`src/hdl/assert_macros.svh`:
```
// Assertion macros used by the RTL top level.
`ifndef ASSERT_MACROS_SVH
`define ASSERT_MACROS_SVH
`ifndef SYNTHESIS
// Assert that a property holds at every clock edge while out of reset.
`define ASSERT_ALWAYS(label, clk, rst_n, prop) \
    label: assert property (@(posedge clk) disable iff (!rst_n) (prop)) \
        else $error("assertion failed");
// Assert that an antecedent implies a consequent in the next cycle.
`define ASSERT_NEXT(label, clk, rst_n, ante, cons) \
    label: assert property (@(posedge clk) disable iff (!rst_n) (ante) |=> (cons)) \
        else $error("assertion failed");
`else
`define ASSERT_ALWAYS(label, clk, rst_n, prop)
`define ASSERT_NEXT(label, clk, rst_n, ante, cons)
`endif
`endif

```
`src/hdl/tkf_pkg.sv`:
```
// Package with types, constants and operation codes of the tilt Kalman filter.
`default_nettype none
package tkf_pkg;
    localparam int FRAC_BITS_DEF  = 16;
    localparam int DATA_WIDTH_DEF = 32;
    localparam int OUT_WIDTH      = 32;
    localparam int IN_WIDTH       = 25;
    localparam int CFG_WIDTH      = 31;
    localparam int CFG_IDX_WIDTH  = 2;
    localparam int DT_WIDTH       = 17;

    // Register indexes.
    localparam logic [CFG_IDX_WIDTH-1:0] REG_DT   = 2'd0;
    localparam logic [CFG_IDX_WIDTH-1:0] REG_W    = 2'd1;
    localparam logic [CFG_IDX_WIDTH-1:0] REG_Q    = 2'd2;
    localparam logic [CFG_IDX_WIDTH-1:0] REG_BIAS = 2'd3;

    // Commands.
    localparam logic CMD_RESTART = 1'b0;
    localparam logic CMD_UPDATE  = 1'b1;

    // Datapath operations.
    typedef enum logic [2:0] {
        OP_NOP,
        OP_ADD,
        OP_SUB,
        OP_MUL,
        OP_DIV,
        OP_RESTART,
        OP_LOAD,
        OP_FINISH
    } t_op;

    // Register file slots of the datapath.
    typedef enum logic [4:0] {
        R_ZERO, R_Y, R_U, R_DT, R_W, R_Q,
        R_PA, R_PB, R_P00, R_P01, R_P10, R_P11,
        R_S, R_G0, R_G1, R_D, R_TH, R_BI,
        R_C00, R_C01, R_C10, R_C11, R_A00, R_A01,
        R_T0, R_T1, R_DD
    } t_reg;

    typedef struct packed {
        t_op  op;
        t_reg src_a;
        t_reg src_b;
        t_reg dst;
        logic start;
    } t_cmd;

    typedef struct packed {
        logic busy;
    } t_status;

    typedef enum logic [1:0] {
        ST_IDLE,
        ST_ISSUE,
        ST_WAIT,
        ST_OUT
    } t_state;

    localparam int PROG_LEN = 40;
    localparam int PC_WIDTH = 6;

    // Microprogram of one update step.
    function automatic t_cmd prog(input logic [PC_WIDTH-1:0] pc);
        t_cmd c;
        c = '{OP_NOP, R_ZERO, R_ZERO, R_ZERO, 1'b0};
        case (pc)
            6'd0:  c = '{OP_LOAD, R_ZERO, R_ZERO, R_ZERO, 1'b1};
            6'd1:  c = '{OP_ADD, R_P00, R_W,   R_S,   1'b1};
            6'd2:  c = '{OP_DIV, R_P00, R_S,   R_G0,  1'b1};
            6'd3:  c = '{OP_DIV, R_P10, R_S,   R_G1,  1'b1};
            6'd4:  c = '{OP_SUB, R_Y,   R_PA,  R_D,   1'b1};
            6'd5:  c = '{OP_MUL, R_G0,  R_D,   R_T0,  1'b1};
            6'd6:  c = '{OP_ADD, R_PA,  R_T0,  R_TH,  1'b1};
            6'd7:  c = '{OP_MUL, R_G1,  R_D,   R_T0,  1'b1};
            6'd8:  c = '{OP_ADD, R_PB,  R_T0,  R_BI,  1'b1};
            6'd9:  c = '{OP_MUL, R_G0,  R_P00, R_T0,  1'b1};
            6'd10: c = '{OP_SUB, R_P00, R_T0,  R_C00, 1'b1};
            6'd11: c = '{OP_MUL, R_G0,  R_P01, R_T0,  1'b1};
            6'd12: c = '{OP_SUB, R_P01, R_T0,  R_C01, 1'b1};
            6'd13: c = '{OP_MUL, R_G1,  R_P00, R_T0,  1'b1};
            6'd14: c = '{OP_SUB, R_P10, R_T0,  R_C10, 1'b1};
            6'd15: c = '{OP_MUL, R_G1,  R_P01, R_T0,  1'b1};
            6'd16: c = '{OP_SUB, R_P11, R_T0,  R_C11, 1'b1};
            6'd17: c = '{OP_MUL, R_DT,  R_C10, R_T0,  1'b1};
            6'd18: c = '{OP_SUB, R_C00, R_T0,  R_A00, 1'b1};
            6'd19: c = '{OP_MUL, R_DT,  R_C11, R_T0,  1'b1};
            6'd20: c = '{OP_SUB, R_C01, R_T0,  R_A01, 1'b1};
            6'd21: c = '{OP_MUL, R_DT,  R_A01, R_T0,  1'b1};
            6'd22: c = '{OP_SUB, R_A00, R_T0,  R_T1,  1'b1};
            6'd23: c = '{OP_MUL, R_DT,  R_DT,  R_DD,  1'b1};
            6'd24: c = '{OP_MUL, R_DD,  R_Q,   R_T0,  1'b1};
            6'd25: c = '{OP_ADD, R_T1,  R_T0,  R_P00, 1'b1};
            6'd26: c = '{OP_ADD, R_A01, R_ZERO, R_P01, 1'b1};
            6'd27: c = '{OP_MUL, R_DT,  R_C11, R_T0,  1'b1};
            6'd28: c = '{OP_SUB, R_C10, R_T0,  R_P10, 1'b1};
            6'd29: c = '{OP_ADD, R_C11, R_ZERO, R_P11, 1'b1};
            6'd30: c = '{OP_MUL, R_DT,  R_BI,  R_T0,  1'b1};
            6'd31: c = '{OP_SUB, R_TH,  R_T0,  R_T1,  1'b1};
            6'd32: c = '{OP_MUL, R_DT,  R_U,   R_T0,  1'b1};
            6'd33: c = '{OP_ADD, R_T1,  R_T0,  R_PA,  1'b1};
            6'd34: c = '{OP_ADD, R_BI,  R_ZERO, R_PB, 1'b1};
            6'd35: c = '{OP_FINISH, R_TH, R_BI, R_ZERO, 1'b1};
            default: c = '{OP_NOP, R_ZERO, R_ZERO, R_ZERO, 1'b0};
        endcase
        return c;
    endfunction
endpackage
`default_nettype wire

```
`src/hdl/tkf_controller.sv`:
```
// Sequencer of the tilt Kalman filter: steps the microprogram and runs the handshakes.
`default_nettype none
module tkf_controller (
    input  wire  logic             i_clk,
    input  wire  logic             i_rst_n,
    input  wire  logic             i_valid,
    output       logic             o_ready,
    input  wire  logic             i_command,
    output       logic             o_valid,
    input  wire  logic             i_ready,
    output       tkf_pkg::t_cmd    o_cmd,
    input  wire  tkf_pkg::t_status i_status
);
    import tkf_pkg::*;

    t_state r_state, n_state;
    logic [PC_WIDTH-1:0] r_pc, n_pc;
    t_cmd   cur;

    assign cur = prog(r_pc);

    // State registers.
    always_ff @(posedge i_clk) begin
        if (!i_rst_n) begin
            r_state <= ST_IDLE;
            r_pc    <= '0;
        end else begin
            r_state <= n_state;
            r_pc    <= n_pc;
        end
    end

    // Next state. The load step runs at acceptance, so the program resumes at step one.
    always_comb begin
        n_state = r_state;
        n_pc    = r_pc;
        case (r_state)
            ST_IDLE: begin
                if (i_valid) begin
                    n_pc    = PC_WIDTH'(1);
                    n_state = (i_command == CMD_RESTART) ? ST_OUT : ST_ISSUE;
                end
            end
            ST_ISSUE: begin
                n_state = ST_WAIT;
            end
            ST_WAIT: begin
                if (!i_status.busy) begin
                    if (cur.op == OP_FINISH) begin
                        n_state = ST_OUT;
                    end else begin
                        n_pc    = r_pc + 1'b1;
                        n_state = ST_ISSUE;
                    end
                end
            end
            ST_OUT: begin
                if (i_ready) n_state = ST_IDLE;
            end
            default: n_state = ST_IDLE;
        endcase
    end

    // Outputs. The input fields are captured in the cycle the word is accepted.
    always_comb begin
        o_ready = 1'b0;
        o_valid = 1'b0;
        o_cmd   = '{OP_NOP, R_ZERO, R_ZERO, R_ZERO, 1'b0};
        case (r_state)
            ST_IDLE: begin
                o_ready = 1'b1;
                if (i_valid) begin
                    if (i_command == CMD_RESTART)
                        o_cmd = '{OP_RESTART, R_ZERO, R_ZERO, R_ZERO, 1'b1};
                    else
                        o_cmd = prog(PC_WIDTH'(0));
                end
            end
            ST_ISSUE: o_cmd = cur;
            ST_OUT:   o_valid = 1'b1;
            default:  o_valid = 1'b0;
        endcase
    end
endmodule
`default_nettype wire

```
`config.mk`:
```
export PLATFORM = sky130hd
export DESIGN_NAME = tkf_controller
export DESIGN_NICKNAME = d
export VERILOG_FILES = /design/src/hdl/assert_macros.svh /design/src/hdl/tkf_pkg.sv /design/src/hdl/tkf_controller.sv
export SDC_FILE = /design/constraint.sdc
export NUM_CORES = 1
export LEC_CHECK = 0
export BUFFER_PORTS_ARGS = -buffer_cell sky130_fd_sc_hd__buf_2
export CORE_MARGIN = 3
export CORE_UTILIZATION = 35
export CTS_CLUSTER_DIAMETER = 150
export DETAILED_ROUTE_END_ITERATION = 12
export GPL_TIMING_DRIVEN = 0
export HOLD_SLACK_MARGIN = 0.12
export PLACE_DENSITY = 0.58
export SYNTH_ARGS = -nofsm -noshare
export SYNTH_HDL_FRONTEND = slang
export SYNTH_SLANG_ARGS = --single-unit
```
`constraint.sdc`:
```
create_clock -name i_clk -period 2.7 [get_ports i_clk]
set_input_delay 0.54 -clock i_clk [delete_from_list [all_inputs] [get_ports i_clk]]
set_output_delay 0.54 -clock i_clk [all_outputs]
set_load 0.01 [all_outputs]
```
Word-level counts from Yosys, hierarchy flattened
Memories as Yosys holds them, arrays and structs flattened. A register that Yosys moved wholly into a read port is not among the register bits.
Cells that the tools add are included.

operators by class
  reduce and logical (&&, ||, !) cells = 4
  multiplexer cells = 17
  $add $sub $neg = 1
  equality and inequality tests = 8

operators by type and width
  kind                                                                    count
  19-bit case mux with 2 select lines                                     1
  6-bit 2-to-1 mux                                                        5
  19-bit 2-to-1 mux                                                       1
  18-bit 2-to-1 mux                                                       1
  6-bit case mux with 2 select lines                                      1
  2-bit 2-to-1 mux                                                        5
  2-bit inequality test (second input constant)                           4
  2-bit case mux with 4 select lines                                      1
  6-bit by 1-bit adder with 6-bit output (second input constant)          1
  2-bit equality test (second input constant)                             2
  4-bit AND reduction                                                     1
  3-bit equality test (second input constant)                             1
  3-bit AND reduction                                                     1
  2-bit by 1-bit equality test with 1-bit output (second input constant)  1
  2-bit zero test                                                         1
  1-bit 2-to-1 mux                                                        2
  2-bit nonzero test                                                      1

word-level totals
  output and inout bits = 21
  ROM bits = 1216
  bits in registers = 8
  memories kept = 1

memories
  name              words  bits a word  rd ports  clocked after Yosys merged registers in  wr ports  line           source
  (name not given)  64     19           1         1                                        0         tkf_pkg.sv:69  case (pc)

Longest topological paths before layout
  depth in word-level cells = 6
  gate-level depth with buffers = 12
  gate-level depth less buffers = 11

Worst setup path before layout
No wires, ideal clock.

  kind = input-to-reg
  start point = in i_status
  end point = reg cur[2] (netlist name)
  stages = 8
  arrival = 2256 ps
  path buffers = 0
  path slack = 382 ps
  path through = or3b_4 o22ai_2 o211ai_2 inv_2 ha_1 nand2_1 a311o_1 nand3_1

between the ends
  longest elaborated chain between the ends = 4

ends and longest elaborated chain
  element                                   line                  source
  from (decl)                               tkf_controller.sv:12  input wire tkf_pkg::t_status i_status
  2-bit inequality test (no line)           -
  4-bit AND reduction (no line)             -
  6-bit 2-to-1 mux (no line) (2 in series)  -

Every way passes these cells.
A chain may end at the register's enable or synchronous reset.

Worst setup path in the final report
  start point = reg r_pc[0]
  end point = reg cur[8] (netlist name)

between the ends
  longest elaborated chain between the ends = 6

ends and longest elaborated chain
  element                                     line                  source
  from (decl)                                 tkf_controller.sv:17  logic [PC_WIDTH-1:0] r_pc, n_pc;
  from (signal assigned)                      tkf_controller.sv:29  r_pc <= n_pc;
  6-bit by 1-bit adder with 6-bit output      tkf_controller.sv:52  n_pc = r_pc + 1'b1;
  6-bit 2-to-1 mux                            tkf_controller.sv:49  if (cur.op == OP_FINISH) begin
  6-bit 2-to-1 mux                            tkf_controller.sv:48  if (!i_status.busy) begin
  6-bit case mux with 2 select lines          tkf_controller.sv:37  case (r_state)
  6-bit 2-to-1 mux (no line) * (2 in series)  -

Mark *: on every way between the ends. The rest lies on a longest branch, timed or not. The select of a mux whose other input is x is not followed.

==> metrics.txt <==
Syn Area/Cell=7.857 um2; worst skew pair latency=0.27 ns; residual DRC count=0; CTS Sinks=27; fin crit period=2.599 ns; r2r startpoint=r_pc[0]; Max Slew Vio Count=0; Hold Path Class=input port to flop; Cell Pwr Density=396.2 nW/um2; Rel. slew slack=0.5619; initial antenna violation count=0; WP depth=10; # diodes=0; Max VDD drop=0.1782 mV; Crit. End Element=flop; setup TNS=0 ns; MaxCap Viol Count=0; CTS tree=done; Fillers=553; Leakage Power=1.004 nW; Detailed Route Iter0 Violations=488; total grt overflow=0; Core Footprint=5574 um2; CP peak stage delay=0.37 ns; Routed Wire Length=6.041 mm; Most used DFF post-synth=dfxtp_1; vias in the first global route=1,994; post-place instance area=2266 um2; vias=2,192; Placement Setup Slack=-0.2362 ns; Layout area overhead=15.74%; crit start category=flop; routability congestion estimate=0.8864; EDFF count, synth=0; Ys Warns=0; clk_skew=0.007503 ns; Critical Path RT=2.88 ns; Initial Utilization=0.3679; die area=6814 um2; crit-path max FO=6; Die W=82.55 um; Rows=27; Num CTS Buffers=3; post-synthesis instance total=261; Slowest-stage cell, CP=dfxtp_1; final instance area=2374 um2; GRT Util Overall=0.1823; minimum hold slack=0.5275 ns; Cell Area, Synth=2051 um2; final worst-path cycle share=0.9625; Crit path max-delay family=compound AO/OA/AOI/OAI gates; Die Y=82.55 um; placed wire-length estimate=4.339 mm; # H-tree levels=1; detail-routed via count per cell=5.973; post-synthesis sequential area ratio=0.2636; Critical Path, Cell by Cell=ha_1 -> nor4bb_1 -> a22oi_2 -> nor2_2 -> inv_1 -> ha_1 -> nand2_1 -> a21boi_0 -> a21oi_1 -> o22ai_1; drt pass-1 iters=6; Routed WL per cell=16.46 um; Worst Tran Pin Value=0.6523 ns; WP data arrival=2.78 ns; share of cells above drive strength 1=0.2339; Final Setup Violations=0; Layout Nets=310; Clock Pin Slew Worst Setup and Hold Paths=0.09 ns; slack of the critical path=0.1014 ns; Top cell by count, worst path=ha_1; register bit total from synthesis=27; port bufs=25; # IOs=27; Reg2Reg Depth=10; Worst Setup SP=r_pc[0]; CP endpoint=cur[8]; Syn Nets=275; Cell variety after synth=60; first-pass GRT wire length=9.708 mm; Final Hold Fails=0; hold_buf cts=0; run status=finished, final reports clean; Antenna Nets Post-Route=0; async set-reset flop share out of synthesis=0; R2R Setup Slk=0.10 ns; clock buffer depth=2; largest net degree at the start of global routing=15; fmax=384.8 MHz; worst path bufs/invs=1; FF-to-FF End=cur[8]; root buffer cell=clkbuf_8; Crit Path Category=flop to flop
## worst min-delay path, cell delays in order
cell	delay, ns
buf_2	0.08
nand2b_1	0.09
a21oi_1	0.06
## through the flow
step	std cells	power [mW]	util
2_1_floorplan	261	0.6217	-
3_3_place_gp	358	0.6941	0.4065
3_5_place_dp	358	0.6941	0.4065
4_1_cts	362	0.9285	0.4180
5_1_grt	367	0.9886	0.4258
6_report	367	0.9405	0.4258
## placed cells by master, fill, tap and decap left out, drive strengths merged, types with 9 or more instances in the layout
cell / synthesis / routed
o21ai: 14 / 14
buf: 9 / 39
and2: 17 / 17
clkbuf: 5 / 9
o211ai: 10 / 10
nand2: 35 / 35
a21oi: 18 / 18
inv: 12 / 12
nand3: 23 / 23
nor2: 21 / 21
dfxtp: 27 / 27
## per-layer routing
metal,share of wire,vias to the layer above,global-route usage,wire length (um)
met4,0.033,0,0.08497,202
met3,0.10,26,0.02061,618
met2,0.44,154,0.2821,2666
met5,0,-,0,0
li1,-,1020,-,-
met1,0.42,992,0.2513,2553
## area by class of cell
cell class / instances / area [um2] / area share
inverters: 13 / 53.80 / 0.02267
plain buffers: 14 / 82.58 / 0.03479
repair buffers: 30 / 162.7 / 0.06853
well taps: 72 / 90.09 / 0.03795
flip-flops and latches: 27 / 541.8 / 0.2283
clock buffers: 4 / 45.04 / 0.01898
multi-input cells: 207 / 1398 / 0.5888
## power by group
part	internal (mW)	total (mW)	switching, mW	leakage, nW
Clock	0.106	0.229	0.123	0.0228
Sequential	0.423	0.441	0.0187	0.221
Combinational	0.108	0.270	0.162	0.761
Total	0.636	0.940	0.305	1.00
## registers in the layout, indices dropped and copies added, names as in the netlist
register / count
r_pc: 6
cur: 19
r_state: 2
## synth_stat cells, types with 2 or more instances
cell type / number / area (um2)
a211o_1: 2 / 17.52
a21boi_0: 2 / 15.01
a21oi_1: 17 / 85.08
a22oi_1: 2 / 15.01
a311o_1: 2 / 20.02
a311oi_1: 2 / 17.52
a31o_2: 2 / 17.52
a31oi_1: 5 / 31.28
and2_1: 17 / 106.4
and3_1: 3 / 18.77
buf_2: 3 / 15.01
buf_4: 3 / 22.52
buf_6: 2 / 22.52
clkbuf_1: 5 / 18.77
dfxtp_1: 27 / 540.5
ha_1: 8 / 100.1
inv_1: 9 / 33.78
inv_2: 3 / 11.26
nand2_1: 32 / 120.1
nand2_2: 2 / 12.51
nand2b_1: 2 / 12.51
nand3_1: 23 / 115.1
nor2_1: 19 / 71.32
nor2b_1: 3 / 18.77
nor3_1: 2 / 10.01
nor4b_4: 2 / 47.55
o211ai_1: 8 / 60.06
o211ai_2: 2 / 25.02
o21a_1: 2 / 15.01
o21ai_0: 7 / 35.03
o21ai_1: 7 / 35.03
o22ai_1: 3 / 18.77
o31ai_1: 4 / 30.03
o32ai_1: 2 / 17.52
xnor2_1: 2 / 17.52
## what timing repair did
item                                    4_1_cts  5_1_grt
endpoints found under the setup margin        5       21
gates resized for setup                       3        3
endpoints found under the hold margin         0        0
pin swaps                                     0        3
buffers inserted                              0        5
## logic make-up after synthesis
family	after synthesis	share of synthesized area
XOR/XNOR	2	0.008543
flip-flops	27	0.2636
adder cells (fa/ha/maj)	8	0.04881
AO/OA/AOI/OAI	80	0.2837
AND/OR/NAND/NOR	117	0.3289
buffers and inverters	27	0.06650
## how the worst min path moves through the flow
stage / slack [ns] / cells past startpoint / end / startpoint
2_1_floorplan: 0.57 / 2 / r_pc[1] / r_pc[1]
3_3_place_gp: 0.66 / 2 / r_pc[1] / r_pc[1]
3_5_place_dp: 0.66 / 2 / r_pc[1] / r_pc[1]
4_1_cts: 0.54 / 3 / r_state[0] / i_ready
5_1_grt: 0.53 / 3 / r_state[0] / i_ready
6_report: 0.53 / 3 / r_state[0] / i_ready
Note: power is estimated with default switching activity, not from simulation.
